## src/design/ahpt_pkg.sv

```systemverilog
// Shared types and constants of the access hotness and pattern tracker.
// No dependencies.
package ahpt_pkg;

    localparam int DIV_W       = 72;
    localparam int DIV_CNT_W   = 7;
    localparam int QUEUE_DEPTH = 2;

    localparam logic [15:0] REUSE_CAP     = 16'd62259;
    localparam logic [31:0] BONUS_Q16     = 32'd13107;
    localparam logic [31:0] COMPUTE_LIMIT = 32'd1000;
    localparam logic [19:0] FREQ_SCALE    = 20'd1000000;
    // ceil(2^37/10): (x*SCORE_RECIP)>>37 is x/10 for x below 2^34
    localparam logic [33:0] SCORE_RECIP   = 34'd13743895348;

    localparam logic [2:0] PAT_UNKNOWN  = 3'd0;
    localparam logic [2:0] PAT_SEQ      = 3'd1;
    localparam logic [2:0] PAT_STRIDED  = 3'd2;
    localparam logic [2:0] PAT_TEMPORAL = 3'd3;
    localparam logic [2:0] PAT_RANDOM   = 3'd4;

    typedef struct packed {
        logic [63:0] handle;
        logic [63:0] now;
        logic        bonus;
    } t_item;

    typedef struct packed {
        logic                 start;
        logic [DIV_W-1:0]     num;
        logic [63:0]          den;
        logic [DIV_CNT_W-1:0] bits;
    } t_div_req;

    // 0.5 + 0.045*count in Q0.16 from count 2 (0 below), capped at 0.95 (reached from count 10)
    function automatic logic [15:0] reuse_value(input logic [31:0] cnt);
        logic [15:0] v;
        if (cnt >= 32'd10) begin
            v = REUSE_CAP;
        end else begin
            unique case (cnt[3:0])
                4'd2: v = 16'd38666;
                4'd3: v = 16'd41615;
                4'd4: v = 16'd44564;
                4'd5: v = 16'd47513;
                4'd6: v = 16'd50462;
                4'd7: v = 16'd53411;
                4'd8: v = 16'd56360;
                4'd9: v = 16'd59310;
                default: v = '0;
            endcase
        end
        return v;
    endfunction

endpackage

```

## src/design/ahpt_front.sv

```systemverilog
// Front stage: takes input transactions and flags the compute bonus.
// Depends on ahpt_pkg.
module ahpt_front import ahpt_pkg::*; (
    input  logic        i_clk,
    input  logic        i_rst_n,
    input  logic        i_valid,
    output logic        o_ready,
    input  logic [63:0] i_tensor_handle,
    input  logic [63:0] i_now_us,
    input  logic [31:0] i_compute_time_us,
    output logic        o_push,
    output t_item       o_item,
    input  logic        i_push_ready
);

    logic  r_valid;
    t_item r_item;

    assign o_ready = !r_valid || i_push_ready;
    assign o_push  = r_valid;
    assign o_item  = r_item;

    always_ff @(posedge i_clk) begin
        if (!i_rst_n) begin
            r_valid <= 1'b0;
        end else if (i_valid && o_ready) begin
            r_valid <= 1'b1;
        end else if (i_push_ready) begin
            r_valid <= 1'b0;
        end
    end

    always_ff @(posedge i_clk) begin
        if (i_valid && o_ready) begin
            r_item.handle <= i_tensor_handle;
            r_item.now    <= i_now_us;
            r_item.bonus  <= (i_compute_time_us > COMPUTE_LIMIT);
        end
    end

endmodule

```

## config.mk

```make
export PLATFORM = sky130hd
export DESIGN_NAME = ahpt_front
export DESIGN_NICKNAME = d
export VERILOG_FILES = /design/src/design/ahpt_pkg.sv /design/src/design/ahpt_front.sv
export SDC_FILE = /design/constraint.sdc
export NUM_CORES = 1
export LEC_CHECK = 0
export ABC_CLOCK_PERIOD_IN_PS = 4100
export BUFFER_PORTS_ARGS = -buffer_cell sky130_fd_sc_hd__buf_2
export CAP_MARGIN = 0
export CORE_AREA = 2 2 115 117
export CTS_CLUSTER_SIZE = 14
export DETAILED_ROUTE_END_ITERATION = 6
export DIE_AREA = 0 0 117 119
export PLACE_DENSITY = 0.74
export SLEW_MARGIN = 5
export SYNTH_ARGS = -nofsm -noshare
export SYNTH_HDL_FRONTEND = slang
export SYNTH_SLANG_ARGS = --single-unit
```

## constraint.sdc

```tcl
create_clock -name i_clk -period 4.1 [get_ports i_clk]
set_input_delay 0.82 -clock i_clk [delete_from_list [all_inputs] [get_ports i_clk]]
set_output_delay 0.82 -clock i_clk [all_outputs]
set_load 0.05 [all_outputs]
```

After elaboration in Yosys (flattened, before gate mapping)
Cells that the tools add are included.
{ "op_classes": {"n_reduce_logical": 4, "muxes": 2, "n_lt_le_gt_ge": 1} }
{ "ops": {"columns": ["cell", "n"], "rows": [
  ["$gt A32 B10 Y1 const B", 1],
  ["$mux W1", 2],
  ["$reduce_bool A2 Y1", 1],
  ["$logic_and A1 B1 Y1", 1],
  ["$logic_not A1 Y1", 1],
  ["$logic_or A1 B1 Y1", 1]
]} }
{ "word_totals": {"in_bits": 164, "elab_cells": 11, "out_inout_bits": 131, "ff_bits": 130} }

Depth between registers and ports, before layout
Gate-level depths: netlist (run 1).
{ "logic_depth": {"depth_word": 4, "depth_mapped": 3, "mapped_depth_nobuf": 3} }

Worst setup path before layout (run 1)
No wires, ideal clock.
{ "synth_timing": {"path_type": "input-to-reg", "start": "input port i_push_ready", "end": "register r_item (netlist bit o_item[0]) (enable)", "stages": 2, "setup_slack_ns": -0.719, "n_path_buf": 0, "setup_time_ns": 0.503, "t_arrival_ns": 4.316, "required_ns": 3.597, "path_cell_list": "nand2b_1 > and2_1"} }
{ "synth_between": {"elab_chain_cells": 2} }
{ "synth_rtl": {"columns": ["element", "line", "text"], "rows": [
  ["from (decl)", "ahpt_front.sv:13", "input logic i_push_ready"],
  ["$logic_or A1 B1 Y1", "ahpt_front.sv:19", "assign o_ready = !r_valid || i_push_ready;"],
  ["$logic_and A1 B1 Y1", "ahpt_front.sv:34", "if (i_valid && o_ready) begin"],
  ["to (decl)", "ahpt_front.sv:17", "t_item r_item;"]
]} }
No other way between the ends.
A chain may end at the register's enable or synchronous reset.

Final worst setup path (run 1)
{ "layout_timing": {"start": "input port i_push_ready", "end": "output port o_ready"} }
{ "layout_between": {"elab_chain_cells": 1} }
{ "layout_rtl": {"columns": ["element", "line", "text"], "rows": [
  ["$logic_or A1 B1 Y1", "ahpt_front.sv:19", null],
  ["to (decl)", "ahpt_front.sv:7", "output logic o_ready,"]
]} }
No other way between the ends.

==> impl_results.html, run 1 <==
<table>
<tr><th>Metric</th><th>Value</th></tr>
<tr><th colspan="2">Layout</th></tr>
<tr><td>Area growth from synthesis to layout</td><td>57.55%</td></tr>
<tr><td>Proportion of layout cells with a drive suffix above 1</td><td>69.07%</td></tr>
<tr><td>Final instance count without filler cells</td><td>648</td></tr>
<tr><td>Number of nets in the layout</td><td>623</td></tr>
<tr><td>Commonest non-fill, non-tap cells in the layout</td><td>sky130_fd_sc_hd__buf_2 (294), sky130_fd_sc_hd__edfxtp_1 (129), sky130_fd_sc_hd__clkbuf_16 (17), sky130_fd_sc_hd__nor4_1 (5)</td></tr>
<tr><td>Antenna cells</td><td>0</td></tr>
<tr><td>Most frequent standard cell in the layout excluding fill and tap cells</td><td>sky130_fd_sc_hd__buf_2</td></tr>
<tr><td>Final instance area</td><td>6289 sq um</td></tr>
<tr><th colspan="2">Clocking</th></tr>
<tr><td># H-tree levels</td><td>4</td></tr>
<tr><td>Setup repair bufs after CTS</td><td>0</td></tr>
<tr><td>Hold-fix buffer count after cts</td><td>0</td></tr>
<tr><td>Number of buffers on the longest clock path</td><td>2</td></tr>
<tr><td>Worst-Skew Late Latency</td><td>410 ps</td></tr>
<tr><td>TritonCTS clock tree</td><td>done</td></tr>
<tr><td>Root Driver</td><td>sky130_fd_sc_hd__clkbuf_16</td></tr>
<tr><td>Num Clock Sinks</td><td>130</td></tr>
<tr><td>Resized Gates After CTS</td><td>0</td></tr>
<tr><td>Clock edge transition at the registers on the reported setup and hold paths</td><td>60 ps</td></tr>
<tr><td>Total clock buffers created by CTS</td><td>17</td></tr>
<tr><th colspan="2">Routing</th></tr>
<tr><td>DRT iter0 DRCs</td><td>between 100 and 150</td></tr>
<tr><td>Detailed-route vias per instance</td><td>approximately 4.2</td></tr>
<tr><td>DRT Wirelength</td><td>10190 um</td></tr>
<tr><td>DR pass1 iterations</td><td>4</td></tr>
<tr><td>Count of unresolved DRC violations after routing</td><td>0</td></tr>
<tr><td>Antenna Nets Post-Route</td><td>0</td></tr>
<tr><td>Detailed-route via count</td><td>roughly 2700</td></tr>
<tr><td>Average routed wire per standard cell</td><td>approximately 16 um</td></tr>
<tr><th colspan="2">Place</th></tr>
<tr><td>DP Cell Count</td><td>616</td></tr>
<tr><td>Last weighted congestion value of the routability-driven placer</td><td>0.7526</td></tr>
<tr><td>Placed cell area</td><td>5705 sq um</td></tr>
<tr><td>PortBufs</td><td>294</td></tr>
<tr><th colspan="2">Worst setup path</th></tr>
<tr><td>Critical Path, Cell by Cell</td><td>buf_2, nand2b_1, buf_2</td></tr>
<tr><td>Required time at the endpoint of the critical path</td><td>~3300 ps</td></tr>
<tr><td>Arrival time at the worst endpoint</td><td>1370 ps</td></tr>
<tr><td>Master of the slowest instance on the critical path</td><td>sky130_fd_sc_hd__buf_2</td></tr>
<tr><td>Critical path fanouts, max</td><td>3</td></tr>
<tr><td>Most Frequent Cell on Critical Path</td><td>sky130_fd_sc_hd__buf_2</td></tr>
<tr><td>Category of the worst setup path capture point</td><td>primary output</td></tr>
<tr><td>Kind of launch point of the worst setup path</td><td>primary input</td></tr>
<tr><td>Maximum cell stage delay along the critical path</td><td>310 ps</td></tr>
<tr><td>Worst Setup Path Type</td><td>primary input to primary output</td></tr>
<tr><th colspan="2">Die</th></tr>
<tr><td>Area inside the core boundary</td><td>12870 sq um</td></tr>
<tr><td>Number of rows in the core area</td><td>42</td></tr>
<tr><td>Top-level I/O count</td><td>a little under 300</td></tr>
<tr><td>Die X</td><td>117 um</td></tr>
<tr><td>Die Area</td><td>13920 sq um</td></tr>
<tr><td>Overall die height</td><td>119 um</td></tr>
<tr><td>Starting Density</td><td>31.00%</td></tr>
<tr><th colspan="2">Yosys</th></tr>
<tr><td>Largest cells by area after synthesis</td><td>sky130_fd_sc_hd__edfxtp_1 (97%), sky130_fd_sc_hd__nor4_1 (0.78%), sky130_fd_sc_hd__dfxtp_1 (0.50%)</td></tr>
<tr><td>Basic-gate share of the synthesized area counting and, or, nand and nor cells</td><td>1.724%</td></tr>
<tr><td>Fraction of the mapped netlist area in compound gates</td><td>0.6270%</td></tr>
<tr><td>Share of the yosys chip area belonging to registers</td><td>97.55%</td></tr>
<tr><td>Fraction of synthesized area in multiplexers</td><td>0%</td></tr>
<tr><td>Mapped Area</td><td>3991 sq um</td></tr>
<tr><td>Main combinational cell family by area after synthesis</td><td>simple AND/OR/NAND/NOR gates</td></tr>
<tr><td>Synth Area in XOR/XNOR</td><td>0%</td></tr>
<tr><td>Count of distinct cell types in the synthesized netlist</td><td>13</td></tr>
<tr><td>Seq cells post-synth</td><td>130</td></tr>
<tr><td>Warnings, synthesis</td><td>0</td></tr>
<tr><td>Post-Synth Adder-Cell Area</td><td>0%</td></tr>
<tr><td>Total nets after synthesis</td><td>309</td></tr>
<tr><td>Synth Instances</td><td>approximately 150</td></tr>
<tr><td>Biggest area consumer among synthesized cells</td><td>sky130_fd_sc_hd__edfxtp_1</td></tr>
<tr><td>Area share of the largest cell type after synthesis</td><td>97.05%</td></tr>
<tr><td>Synthesized area per cell</td><td>27.53 sq um</td></tr>
<tr><th colspan="2">Global route</th></tr>
<tr><td>Residual overflow from global routing</td><td>0</td></tr>
<tr><td>Pin count of the biggest net entering global routing</td><td>76</td></tr>
<tr><td>Vias in the first global route</td><td>2764</td></tr>
<tr><td>Number of antenna violations at the first check in global routing</td><td>0</td></tr>
<tr><td>Wire length of the first global-routing pass</td><td>roughly 14000 um</td></tr>
<tr><td>Tot GR Track Use</td><td>around 15%</td></tr>
<tr><th colspan="2">STA</th></tr>
<tr><td>Final cycle utilization of the critical path</td><td>around 53%</td></tr>
<tr><td>Pins over their slew limit</td><td>0</td></tr>
<tr><td>Tightest slew margin relative to the limit</td><td>roughly half</td></tr>
<tr><td>Unrepaired setup endpoints after global routing</td><td>no</td></tr>
<tr><td>Setup skew after layout</td><td>3.860 ps</td></tr>
<tr><td>Upper clock frequency limit</td><td>457.5 MHz</td></tr>
<tr><td>Post-layout min period</td><td>2186 ps</td></tr>
<tr><td>Setup_tns</td><td>0 ps</td></tr>
<tr><td>Hold Fails Final Rpt</td><td>0</td></tr>
<tr><td>Slew @ Worst Pin</td><td>726.7 ps</td></tr>
<tr><td>Final setup vio count</td><td>0</td></tr>
<tr><th colspan="2">Power and ir drop</th></tr>
<tr><td>Combinational group share of total power</td><td>a little over an eighth</td></tr>
<tr><td>Sequential power share</td><td>a little under half</td></tr>
<tr><td>P_int</td><td>0.002562 W</td></tr>
<tr><td>Switching share of power</td><td>between 20% and 30%</td></tr>
<tr><td>Worst IR drop on VDD</td><td>203.1 uV</td></tr>
<tr><td>Lkg Pwr</td><td>~2.7 nW</td></tr>
<tr><td>Relative contribution of the clock network to total power</td><td>41.9%</td></tr>
<tr><td>Power per standard cell area</td><td>554.6 nW/um^2</td></tr>
<tr><td>Switching power of the nets</td><td>~0.00093 W</td></tr>
<tr><th colspan="2">Hold path</th></tr>
<tr><td>Tightest Hold Check Type</td><td>primary input to flop</td></tr>
<tr><th colspan="2">Job</th></tr>
<tr><td>Number of max-cap violations</td><td>0</td></tr>
<tr><th colspan="2">Outcome</th></tr>
<tr><td>Result of the run</td><td>completed</td></tr>
</table>
[worst max-delay path, delay by kind of cell]
kind	cells	cell delay, ps
simple gates	1	160
buf+inv	2	380
[layer usage]
layer / global-route usage (%) / share of wire (%) / up-vias
met1: 15.60 / 37 / 1282
met4: 6.544 / 1.9 / 0
met3: 6.667 / 9.3 / 13
met2: 24.35 / 52 / 173
met5: 0 / 0 / -
li1: - / - / 1231
[final timing paths]
check	start	endpoint	slack [ps]	depth (start not counted)
worst max-delay path	i_push_ready	o_ready	1910	3
worst min-delay path	i_tensor_handle[46]	o_item[111]	580	1
worst min register to register	o_push	o_push	610	2
worst max register to register	o_push	o_item[5]	2190	3
[Yosys cell counts]
cell type,count
sky130_fd_sc_hd__edfxtp_1,129
sky130_fd_sc_hd__nor4_1,5
sky130_fd_sc_hd__a21boi_0,1
sky130_fd_sc_hd__and2_1,1
sky130_fd_sc_hd__and3_1,1
sky130_fd_sc_hd__and4_1,1
sky130_fd_sc_hd__dfxtp_1,1
sky130_fd_sc_hd__inv_1,1
sky130_fd_sc_hd__nand2b_1,1
sky130_fd_sc_hd__nand4_1,1
sky130_fd_sc_hd__nor2_1,1
sky130_fd_sc_hd__o2111ai_1,1
sky130_fd_sc_hd__o31a_1,1
[registers in the layout, summed over array words and instances, names as in the netlist]
signal  count
o_item    129
o_push      1
[through the flow]
stage          utilization (%)  hold slack (ps)  setup WS [ps]  power, W
2_1_floorplan                -            918.9          683.4  0.001899
3_3_place_gp             44.31            517.5           1667  0.002052
3_5_place_dp             44.31            600.2           1557  0.002060
4_1_cts                  48.84            556.8           1927  0.003529
5_1_grt                  48.84            552.6           1904  0.003617
6_report                 48.84            582.3           1914  0.003488
[cells by family after synthesis]
group	Yosys count
buffers and inverters	1
and+or+nand+nor	11
DFF	130
AOI/OAI and AO/OA	3
[cell type report]
| class | instances | area (sq um) |
|---|---|---|
| Tap cell | 176 | 220.2 |
| Multi-Input combinational cell | 14 | 96.34 |
| Inverter | 1 | 3.754 |
| Timing Repair Buffer | 295 | 1491 |
| Clock inverter | 15 | 157.7 |
| Sequential cell | 130 | 3894 |
| Clock buffer | 17 | 425.4 |
| Fill cell | 1104 | 6586 |
[power by group through the flow]
stage                     clock network, W  registers (W)  logic (W)
after detailed placement                 0        0.00160   0.000456
after global placement                   0        0.00160   0.000451
after floorplan                          0        0.00187  0.0000277
final                              0.00146        0.00157   0.000452
after CTS                          0.00150        0.00158   0.000456
after global routing               0.00156        0.00158   0.000472
(Power assumes the default switching activity.)
==> run 2, diff against run 1 <==
- ABC_CLOCK_PERIOD_IN_PS: 4100 -> 2050
- CORE_AREA: 2 2 115 117 -> 2 2 116 118
- DIE_AREA: 0 0 117 119 -> 0 0 118 120
- PLACE_DENSITY: 0.74 -> 0.7
- clock period: 4.1 -> 2.05 ns (I/O delays scaled with it)
==> impl_results.html, run 2 (synthesis gave the netlist of run 1 again) <==
<table>
<tr><th>Metric</th><th>Value</th></tr>
<tr><th colspan="2">Outcome</th></tr>
<tr><td>Result of the run</td><td>completed</td></tr>
<tr><th colspan="2">Global route</th></tr>
<tr><td>Vias in the first global route</td><td>about 3000</td></tr>
<tr><td>Wire length of the first global-routing pass</td><td>14920 um</td></tr>
<tr><td>Number of antenna violations at the first check in global routing</td><td>0</td></tr>
<tr><td>Tot GR Track Use</td><td>14.37%</td></tr>
<tr><td>Residual overflow from global routing</td><td>0</td></tr>
<tr><td>Pin count of the biggest net entering global routing</td><td>66</td></tr>
<tr><th colspan="2">Worst setup path</th></tr>
<tr><td>Kind of launch point of the worst setup path</td><td>flop</td></tr>
<tr><td>Arrival time at the worst endpoint</td><td>1060 ps</td></tr>
<tr><td>Critical Path, Cell by Cell</td><td>nand2b_4, buf_2</td></tr>
<tr><td>Master of the slowest instance on the critical path</td><td>sky130_fd_sc_hd__dfxtp_2</td></tr>
<tr><td>Critical path fanouts, max</td><td>3</td></tr>
<tr><td>Worst Setup Path Type</td><td>flop to primary output</td></tr>
<tr><td>Top cell family by delay on the critical path</td><td>flip-flops</td></tr>
<tr><td>Number of buffer and inverter instances along the worst setup path</td><td>1</td></tr>
<tr><td>Required time at the endpoint of the critical path</td><td>1640 ps</td></tr>
<tr><td>Category of the worst setup path capture point</td><td>primary output</td></tr>
<tr><td>Maximum cell stage delay along the critical path</td><td>between 300 and 400 ps</td></tr>
<tr><th colspan="2">Clocking</th></tr>
<tr><td>Number of buffers on the longest clock path</td><td>2</td></tr>
<tr><td>Resized Gates After CTS</td><td>0</td></tr>
<tr><td># H-tree levels</td><td>4</td></tr>
<tr><td>Hold-fix buffer count after cts</td><td>0</td></tr>
<tr><td>Num Clock Sinks</td><td>130</td></tr>
<tr><td>Root Driver</td><td>sky130_fd_sc_hd__clkbuf_16</td></tr>
<tr><td>Setup repair bufs after CTS</td><td>0</td></tr>
<tr><td>Worst-Skew Late Latency</td><td>410 ps</td></tr>
<tr><td>TritonCTS clock tree</td><td>done</td></tr>
<tr><td>Total clock buffers created by CTS</td><td>17</td></tr>
<tr><td>Clock edge transition at the registers on the reported setup and hold paths</td><td>around 60 ps</td></tr>
<tr><th colspan="2">Routing</th></tr>
<tr><td>Top routing layer used</td><td>met4</td></tr>
<tr><td>Antenna Nets Post-Route</td><td>0</td></tr>
<tr><td>DR pass1 iterations</td><td>4</td></tr>
<tr><td>Detailed-route vias per instance</td><td>4.114</td></tr>
<tr><td>DRT iter0 DRCs</td><td>around 160</td></tr>
<tr><td>Detailed-route via count</td><td>2670</td></tr>
<tr><td>M1 WL</td><td>approximately 3400 um</td></tr>
<tr><td>Wire length on met2</td><td>5356 um</td></tr>
<tr><td>Average routed wire per standard cell</td><td>roughly 15 um</td></tr>
<tr><td>DRT Wirelength</td><td>around 10000 um</td></tr>
<tr><td>Total length of routed met3 wires</td><td>~1000 um</td></tr>
<tr><td>Count of unresolved DRC violations after routing</td><td>0</td></tr>
<tr><th colspan="2">STA</th></tr>
<tr><td>Post-layout min period</td><td>1471 ps</td></tr>
<tr><td>Slew @ Worst Pin</td><td>340.2 ps</td></tr>
<tr><td>Unrepaired setup endpoints after global routing</td><td>no</td></tr>
<tr><td>Hold Fails Final Rpt</td><td>0</td></tr>
<tr><td>Final setup vio count</td><td>0</td></tr>
<tr><td>Final critical-path setup slack</td><td>579.2 ps</td></tr>
<tr><td>Setup_tns</td><td>0 ps</td></tr>
<tr><td>Final cycle utilization of the critical path</td><td>a little under three quarters</td></tr>
<tr><td>Pins over their slew limit</td><td>0</td></tr>
<tr><td>Upper clock frequency limit</td><td>679.9 MHz</td></tr>
<tr><td>Tightest slew margin relative to the limit</td><td>77.11%</td></tr>
<tr><td>Setup skew after layout</td><td>approximately 6.4 ps</td></tr>
<tr><th colspan="2">Place</th></tr>
<tr><td>Placed wire-length estimate</td><td>7814 um</td></tr>
<tr><td>PortBufs</td><td>294</td></tr>
<tr><td>Last weighted congestion value of the routability-driven placer</td><td>0.7901</td></tr>
<tr><td>DP Cell Count</td><td>617</td></tr>
<tr><td>Pre-CTS worst setup slack</td><td>between 400 and 500 ps</td></tr>
<tr><th colspan="2">Layout</th></tr>
<tr><td>Area growth from synthesis to layout</td><td>57.46%</td></tr>
<tr><td>Most frequent standard cell in the layout excluding fill and tap cells</td><td>sky130_fd_sc_hd__buf_2</td></tr>
<tr><td>Filler Cells Inserted</td><td>approximately 1200</td></tr>
<tr><td>Antenna cells</td><td>0</td></tr>
<tr><td>Final instance count without filler cells</td><td>about 650</td></tr>
<tr><td>Area taken by flip-flops and latches</td><td>3895 sq um</td></tr>
<tr><td>Largest register FFs</td><td>129</td></tr>
<tr><td>Proportion of layout cells with a drive suffix above 1</td><td>~70%</td></tr>
<tr><td>Commonest non-fill, non-tap cells in the layout</td><td>sky130_fd_sc_hd__buf_2 (294), sky130_fd_sc_hd__edfxtp_1 (129), sky130_fd_sc_hd__clkbuf_16 (17), sky130_fd_sc_hd__clkinv_2 (6), sky130_fd_sc_hd__nor4_1 (5)</td></tr>
<tr><td>Number of nets in the layout</td><td>624</td></tr>
<tr><td>Combined area of the multi-input logic cells</td><td>103.9 sq um</td></tr>
<tr><th colspan="2">Power and ir drop</th></tr>
<tr><td>P_int</td><td>about 0.0051 W</td></tr>
<tr><td>Power per standard cell area</td><td>1090 nW/um^2</td></tr>
<tr><td>Combinational group share of total power</td><td>between 10% and 20%</td></tr>
<tr><td>Worst IR drop on VDD</td><td>624.7 uV</td></tr>
<tr><td>Relative contribution of the clock network to total power</td><td>40.7%</td></tr>
<tr><td>Switching power of the nets</td><td>0.001763 W</td></tr>
<tr><td>Switching share of power</td><td>25.74%</td></tr>
<tr><td>Sequential power share</td><td>46.0%</td></tr>
<tr><td>Lkg Pwr</td><td>2.736 nW</td></tr>
<tr><th colspan="2">Job</th></tr>
<tr><td>Number of max-cap violations</td><td>0</td></tr>
<tr><th colspan="2">Die</th></tr>
<tr><td>Area inside the core boundary</td><td>12980 sq um</td></tr>
<tr><td>Die X</td><td>118 um</td></tr>
<tr><td>Top-level I/O count</td><td>295</td></tr>
<tr><td>Number of rows in the core area</td><td>42</td></tr>
<tr><td>Die Area</td><td>14160 sq um</td></tr>
<tr><td>Starting Density</td><td>30.75%</td></tr>
<tr><td>Overall die height</td><td>120 um</td></tr>
<tr><th colspan="2">Hold path</th></tr>
<tr><td>Tightest Hold Check Type</td><td>primary input to flop</td></tr>
</table>
## run 2: path summary, 6_finish.rpt
| path | slack [ps] | startpoint | cells past startpoint | to |
|---|---|---|---|---|
| setup / recovery | 580 | o_push | 2 | o_ready |
| hold / removal | 170 | i_now_us[40] | 1 | o_item[41] |
| setup reg to reg | 700 | o_push | 3 | o_item[27] |
| hold reg to reg | 500 | o_push | 2 | o_push |
## run 2: area by class of cell
| cell class | count | area share, % |
|---|---|---|
| sequential | 130 | 61.97 |
| clock inverter | 14 | 1.931 |
| multi-input combinational | 14 | 1.652 |
| timing repair buffer | 296 | 24.05 |
| inverter | 1 | 0.05973 |
| tap | 176 | 3.504 |
| clock buffer | 18 | 6.829 |
## run 2: per-stage QoR
step | cell area [sq um] | total power [W] | hold slack [ps] | util, %
global placement | 5734 | 0.004110 | 488.6 | 44.18
CTS | 6285 | 0.006937 | 148.0 | 48.42
floorplan | 4003 | 0.003796 | 508.9 | -
detailed placement | 5734 | 0.004124 | 496.2 | 44.18
finish | 6285 | 0.006849 | 170.9 | 48.42
global route | 6285 | 0.007085 | 146.1 | 48.42
## run 2: layer usage
layer	global-route usage (%)	vias to the layer above
li1	-	1229
met1	14.25	1244
met2	25.11	176
met3	7.272	21
met4	6.627	0
met5	0	-
## run 2: power by group through the flow
stage	Clock, W	Sequential (W)	Combinational (W)
floorplan	0	0.00374	0.0000575
global placement	0	0.00320	0.000910
detailed placement	0	0.00321	0.000918
CTS	0.00287	0.00315	0.000920
global route	0.00297	0.00316	0.000950
finish	0.00279	0.00315	0.000910
==> run 3, diff against run 2 <==
- ABC_CLOCK_PERIOD_IN_PS: 2050 -> 1300
- CORE_AREA: 2 2 116 118 -> 2 2 115 117
- DIE_AREA: 0 0 118 120 -> 0 0 117 119
- PLACE_DENSITY: 0.7 -> 0.74
- clock period: 2.05 -> 1.3 ns (I/O delays scaled with it)
==> impl_results.html, run 3 (synthesis gave the netlist of run 1 again) <==
<table>
<tr><th>Metric</th><th>Value</th></tr>
<tr><th colspan="2">Outcome</th></tr>
<tr><td>Result of the run</td><td>completed</td></tr>
<tr><th colspan="2">Routing</th></tr>
<tr><td>DRT Wirelength</td><td>10230 um</td></tr>
<tr><td>Top routing layer used</td><td>met4</td></tr>
<tr><td>M1 WL</td><td>3372 um</td></tr>
<tr><td>Antenna Nets Post-Route</td><td>0</td></tr>
<tr><td>Average routed wire per standard cell</td><td>15.31 um</td></tr>
<tr><td>Count of unresolved DRC violations after routing</td><td>0</td></tr>
<tr><td>Total length of routed met3 wires</td><td>1167 um</td></tr>
<tr><td>DR pass1 iterations</td><td>4</td></tr>
<tr><td>Detailed-route vias per instance</td><td>about 4.1</td></tr>
<tr><td>Wire length on met2</td><td>5442 um</td></tr>
<tr><td>DRT iter0 DRCs</td><td>104</td></tr>
<tr><td>Detailed-route via count</td><td>2771</td></tr>
<tr><th colspan="2">Layout</th></tr>
<tr><td>Commonest non-fill, non-tap cells in the layout</td><td>sky130_fd_sc_hd__buf_2 (246), sky130_fd_sc_hd__edfxtp_1 (129), sky130_fd_sc_hd__buf_4 (34), sky130_fd_sc_hd__dlygate4sd3_1 (19), sky130_fd_sc_hd__clkbuf_16 (17)</td></tr>
<tr><td>Area growth from synthesis to layout</td><td>65.92%</td></tr>
<tr><td>Largest register FFs</td><td>129</td></tr>
<tr><td>Antenna cells</td><td>0</td></tr>
<tr><td>Number of nets in the layout</td><td>645</td></tr>
<tr><td>Most frequent standard cell in the layout excluding fill and tap cells</td><td>sky130_fd_sc_hd__buf_2</td></tr>
<tr><td>Final instance area</td><td>6623 sq um</td></tr>
<tr><td>Proportion of layout cells with a drive suffix above 1</td><td>65.85%</td></tr>
<tr><td>Post-layout utilization of the core</td><td>51.44%</td></tr>
<tr><th colspan="2">Worst setup path</th></tr>
<tr><td>Critical path fanouts, max</td><td>1</td></tr>
<tr><td>Maximum cell stage delay along the critical path</td><td>around 380 ps</td></tr>
<tr><td>Arrival time at the worst endpoint</td><td>1010 ps</td></tr>
<tr><td>Critical Path, Cell by Cell</td><td>buf_2</td></tr>
<tr><td>Kind of launch point of the worst setup path</td><td>flop</td></tr>
<tr><td>Top cell family by delay on the critical path</td><td>flip-flops</td></tr>
<tr><td>Master of the slowest instance on the critical path</td><td>sky130_fd_sc_hd__edfxtp_1</td></tr>
<tr><td>Required time at the endpoint of the critical path</td><td>1040 ps</td></tr>
<tr><td>Number of buffer and inverter instances along the worst setup path</td><td>1</td></tr>
<tr><td>Category of the worst setup path capture point</td><td>primary output</td></tr>
<tr><td>Worst R2R Setup Slack</td><td>50 ps</td></tr>
<tr><td>Worst Setup Path Type</td><td>flop to primary output</td></tr>
<tr><th colspan="2">Clocking</th></tr>
<tr><td>Number of buffers on the longest clock path</td><td>2</td></tr>
<tr><td>Num Clock Sinks</td><td>130</td></tr>
<tr><td># H-tree levels</td><td>4</td></tr>
<tr><td>Root Driver</td><td>sky130_fd_sc_hd__clkbuf_16</td></tr>
<tr><td>Worst-Skew Late Latency</td><td>410 ps</td></tr>
<tr><td>Setup repair bufs after CTS</td><td>0</td></tr>
<tr><td>Clock edge transition at the registers on the reported setup and hold paths</td><td>around 50 ps</td></tr>
<tr><td>Total clock buffers created by CTS</td><td>17</td></tr>
<tr><td>TritonCTS clock tree</td><td>done</td></tr>
<tr><th colspan="2">Die</th></tr>
<tr><td>Starting Density</td><td>about 31%</td></tr>
<tr><td>Overall die height</td><td>between 100 and 150 um</td></tr>
<tr><td>Area inside the core boundary</td><td>12870 sq um</td></tr>
<tr><td>Number of rows in the core area</td><td>42</td></tr>
<tr><td>Die Area</td><td>13920 sq um</td></tr>
<tr><td>Top-level I/O count</td><td>295</td></tr>
<tr><td>Die X</td><td>117 um</td></tr>
<tr><th colspan="2">STA</th></tr>
<tr><td>Hold Fails Final Rpt</td><td>0</td></tr>
<tr><td>Final critical-path setup slack</td><td>28.33 ps</td></tr>
<tr><td>Tightest slew margin relative to the limit</td><td>80.65%</td></tr>
<tr><td>Pins over their slew limit</td><td>0</td></tr>
<tr><td>Unrepaired setup endpoints after global routing</td><td>yes</td></tr>
<tr><td>Final cycle utilization of the critical path</td><td>97.82%</td></tr>
<tr><td>Slew @ Worst Pin</td><td>290.2 ps</td></tr>
<tr><td>Final setup vio count</td><td>0</td></tr>
<tr><td>Upper clock frequency limit</td><td>786.4 MHz</td></tr>
<tr><td>Setup skew after layout</td><td>4.731 ps</td></tr>
<tr><td>Post-layout min period</td><td>around 1300 ps</td></tr>
<tr><td>Final hold slack</td><td>roughly 23 ps</td></tr>
<tr><th colspan="2">Power and ir drop</th></tr>
<tr><td>Overall Power</td><td>0.01085 W</td></tr>
<tr><td>Power per standard cell area</td><td>roughly 1600 nW/um^2</td></tr>
<tr><td>Worst IR drop on VDD</td><td>696.1 uV</td></tr>
<tr><td>Lkg Pwr</td><td>2.862 nW</td></tr>
<tr><th colspan="2">Global route</th></tr>
<tr><td>Pin count of the biggest net entering global routing</td><td>55</td></tr>
<tr><td>Residual overflow from global routing</td><td>0</td></tr>
<tr><td>Number of antenna violations at the first check in global routing</td><td>0</td></tr>
<tr><td>Tot GR Track Use</td><td>14.64%</td></tr>
<tr><td>Wire length of the first global-routing pass</td><td>14460 um</td></tr>
<tr><td>Vias in the first global route</td><td>about 3000</td></tr>
<tr><th colspan="2">Place</th></tr>
<tr><td>Last weighted congestion value of the routability-driven placer</td><td>0.7495</td></tr>
<tr><td>Pre-CTS worst setup slack</td><td>5.012 ps</td></tr>
<tr><td>PortBufs</td><td>294</td></tr>
<tr><td>Placed wire-length estimate</td><td>7727 um</td></tr>
<tr><td>Placed cell area</td><td>5752 sq um</td></tr>
<tr><th colspan="2">Hold path</th></tr>
<tr><td>Tightest Hold Check Type</td><td>primary input to flop</td></tr>
<tr><th colspan="2">Job</th></tr>
<tr><td>Number of max-cap violations</td><td>0</td></tr>
</table>
-- run 3: layout make-up --
class	count	area (sq um)
clock buffers	23	447.9
clock inverters	7	86.33
fillers	1067	6252
inverters	1	3.754
multi-input cells	14	103.9
flip-flops and latches	130	3897
well taps	176	220.2
repair buffers	317	1863
-- run 3: worst paths after layout --
kind                startpoint    endpoint  cells past startpoint
setup / recovery     o_item[5]   o_item[5]                      1
hold / removal    i_now_us[26]  o_item[27]                      1
setup reg to reg        o_push  o_item[37]                      3
hold reg to reg         o_push      o_push                      2
-- run 3: routing by layer --
layer,track usage [%],vias to the layer above
met5,0,-
met1,13.23,1292
met4,7.647,0
met3,7.277,16
met2,26.16,190
li1,-,1273
-- run 3: through the flow --
step,instances,setup TNS (ps)
6_report,668,0
5_1_grt,668,-18.34
4_1_cts,667,0
3_5_place_dp,619,0
3_3_place_gp,619,0
2_1_floorplan,145,-88110
-- run 3: what timing repair did --
| action | in CTS | in global routing |
|---|---|---|
| setup endpoints to repair | 14 | 37 |
| resized for setup | 16 | 64 |
| hold buffers | 18 | 1 |
| hold endpoints to repair | 18 | 1 |
-- run 3: power breakdown --
group / switching (W) / total [W] / internal [W]
combinational: 0.00110 / 0.00155 / 0.000443
sequential: 0.0000636 / 0.00497 / 0.00491
clock: 0.00155 / 0.00433 / 0.00278
total: 0.00272 / 0.0108 / 0.00813
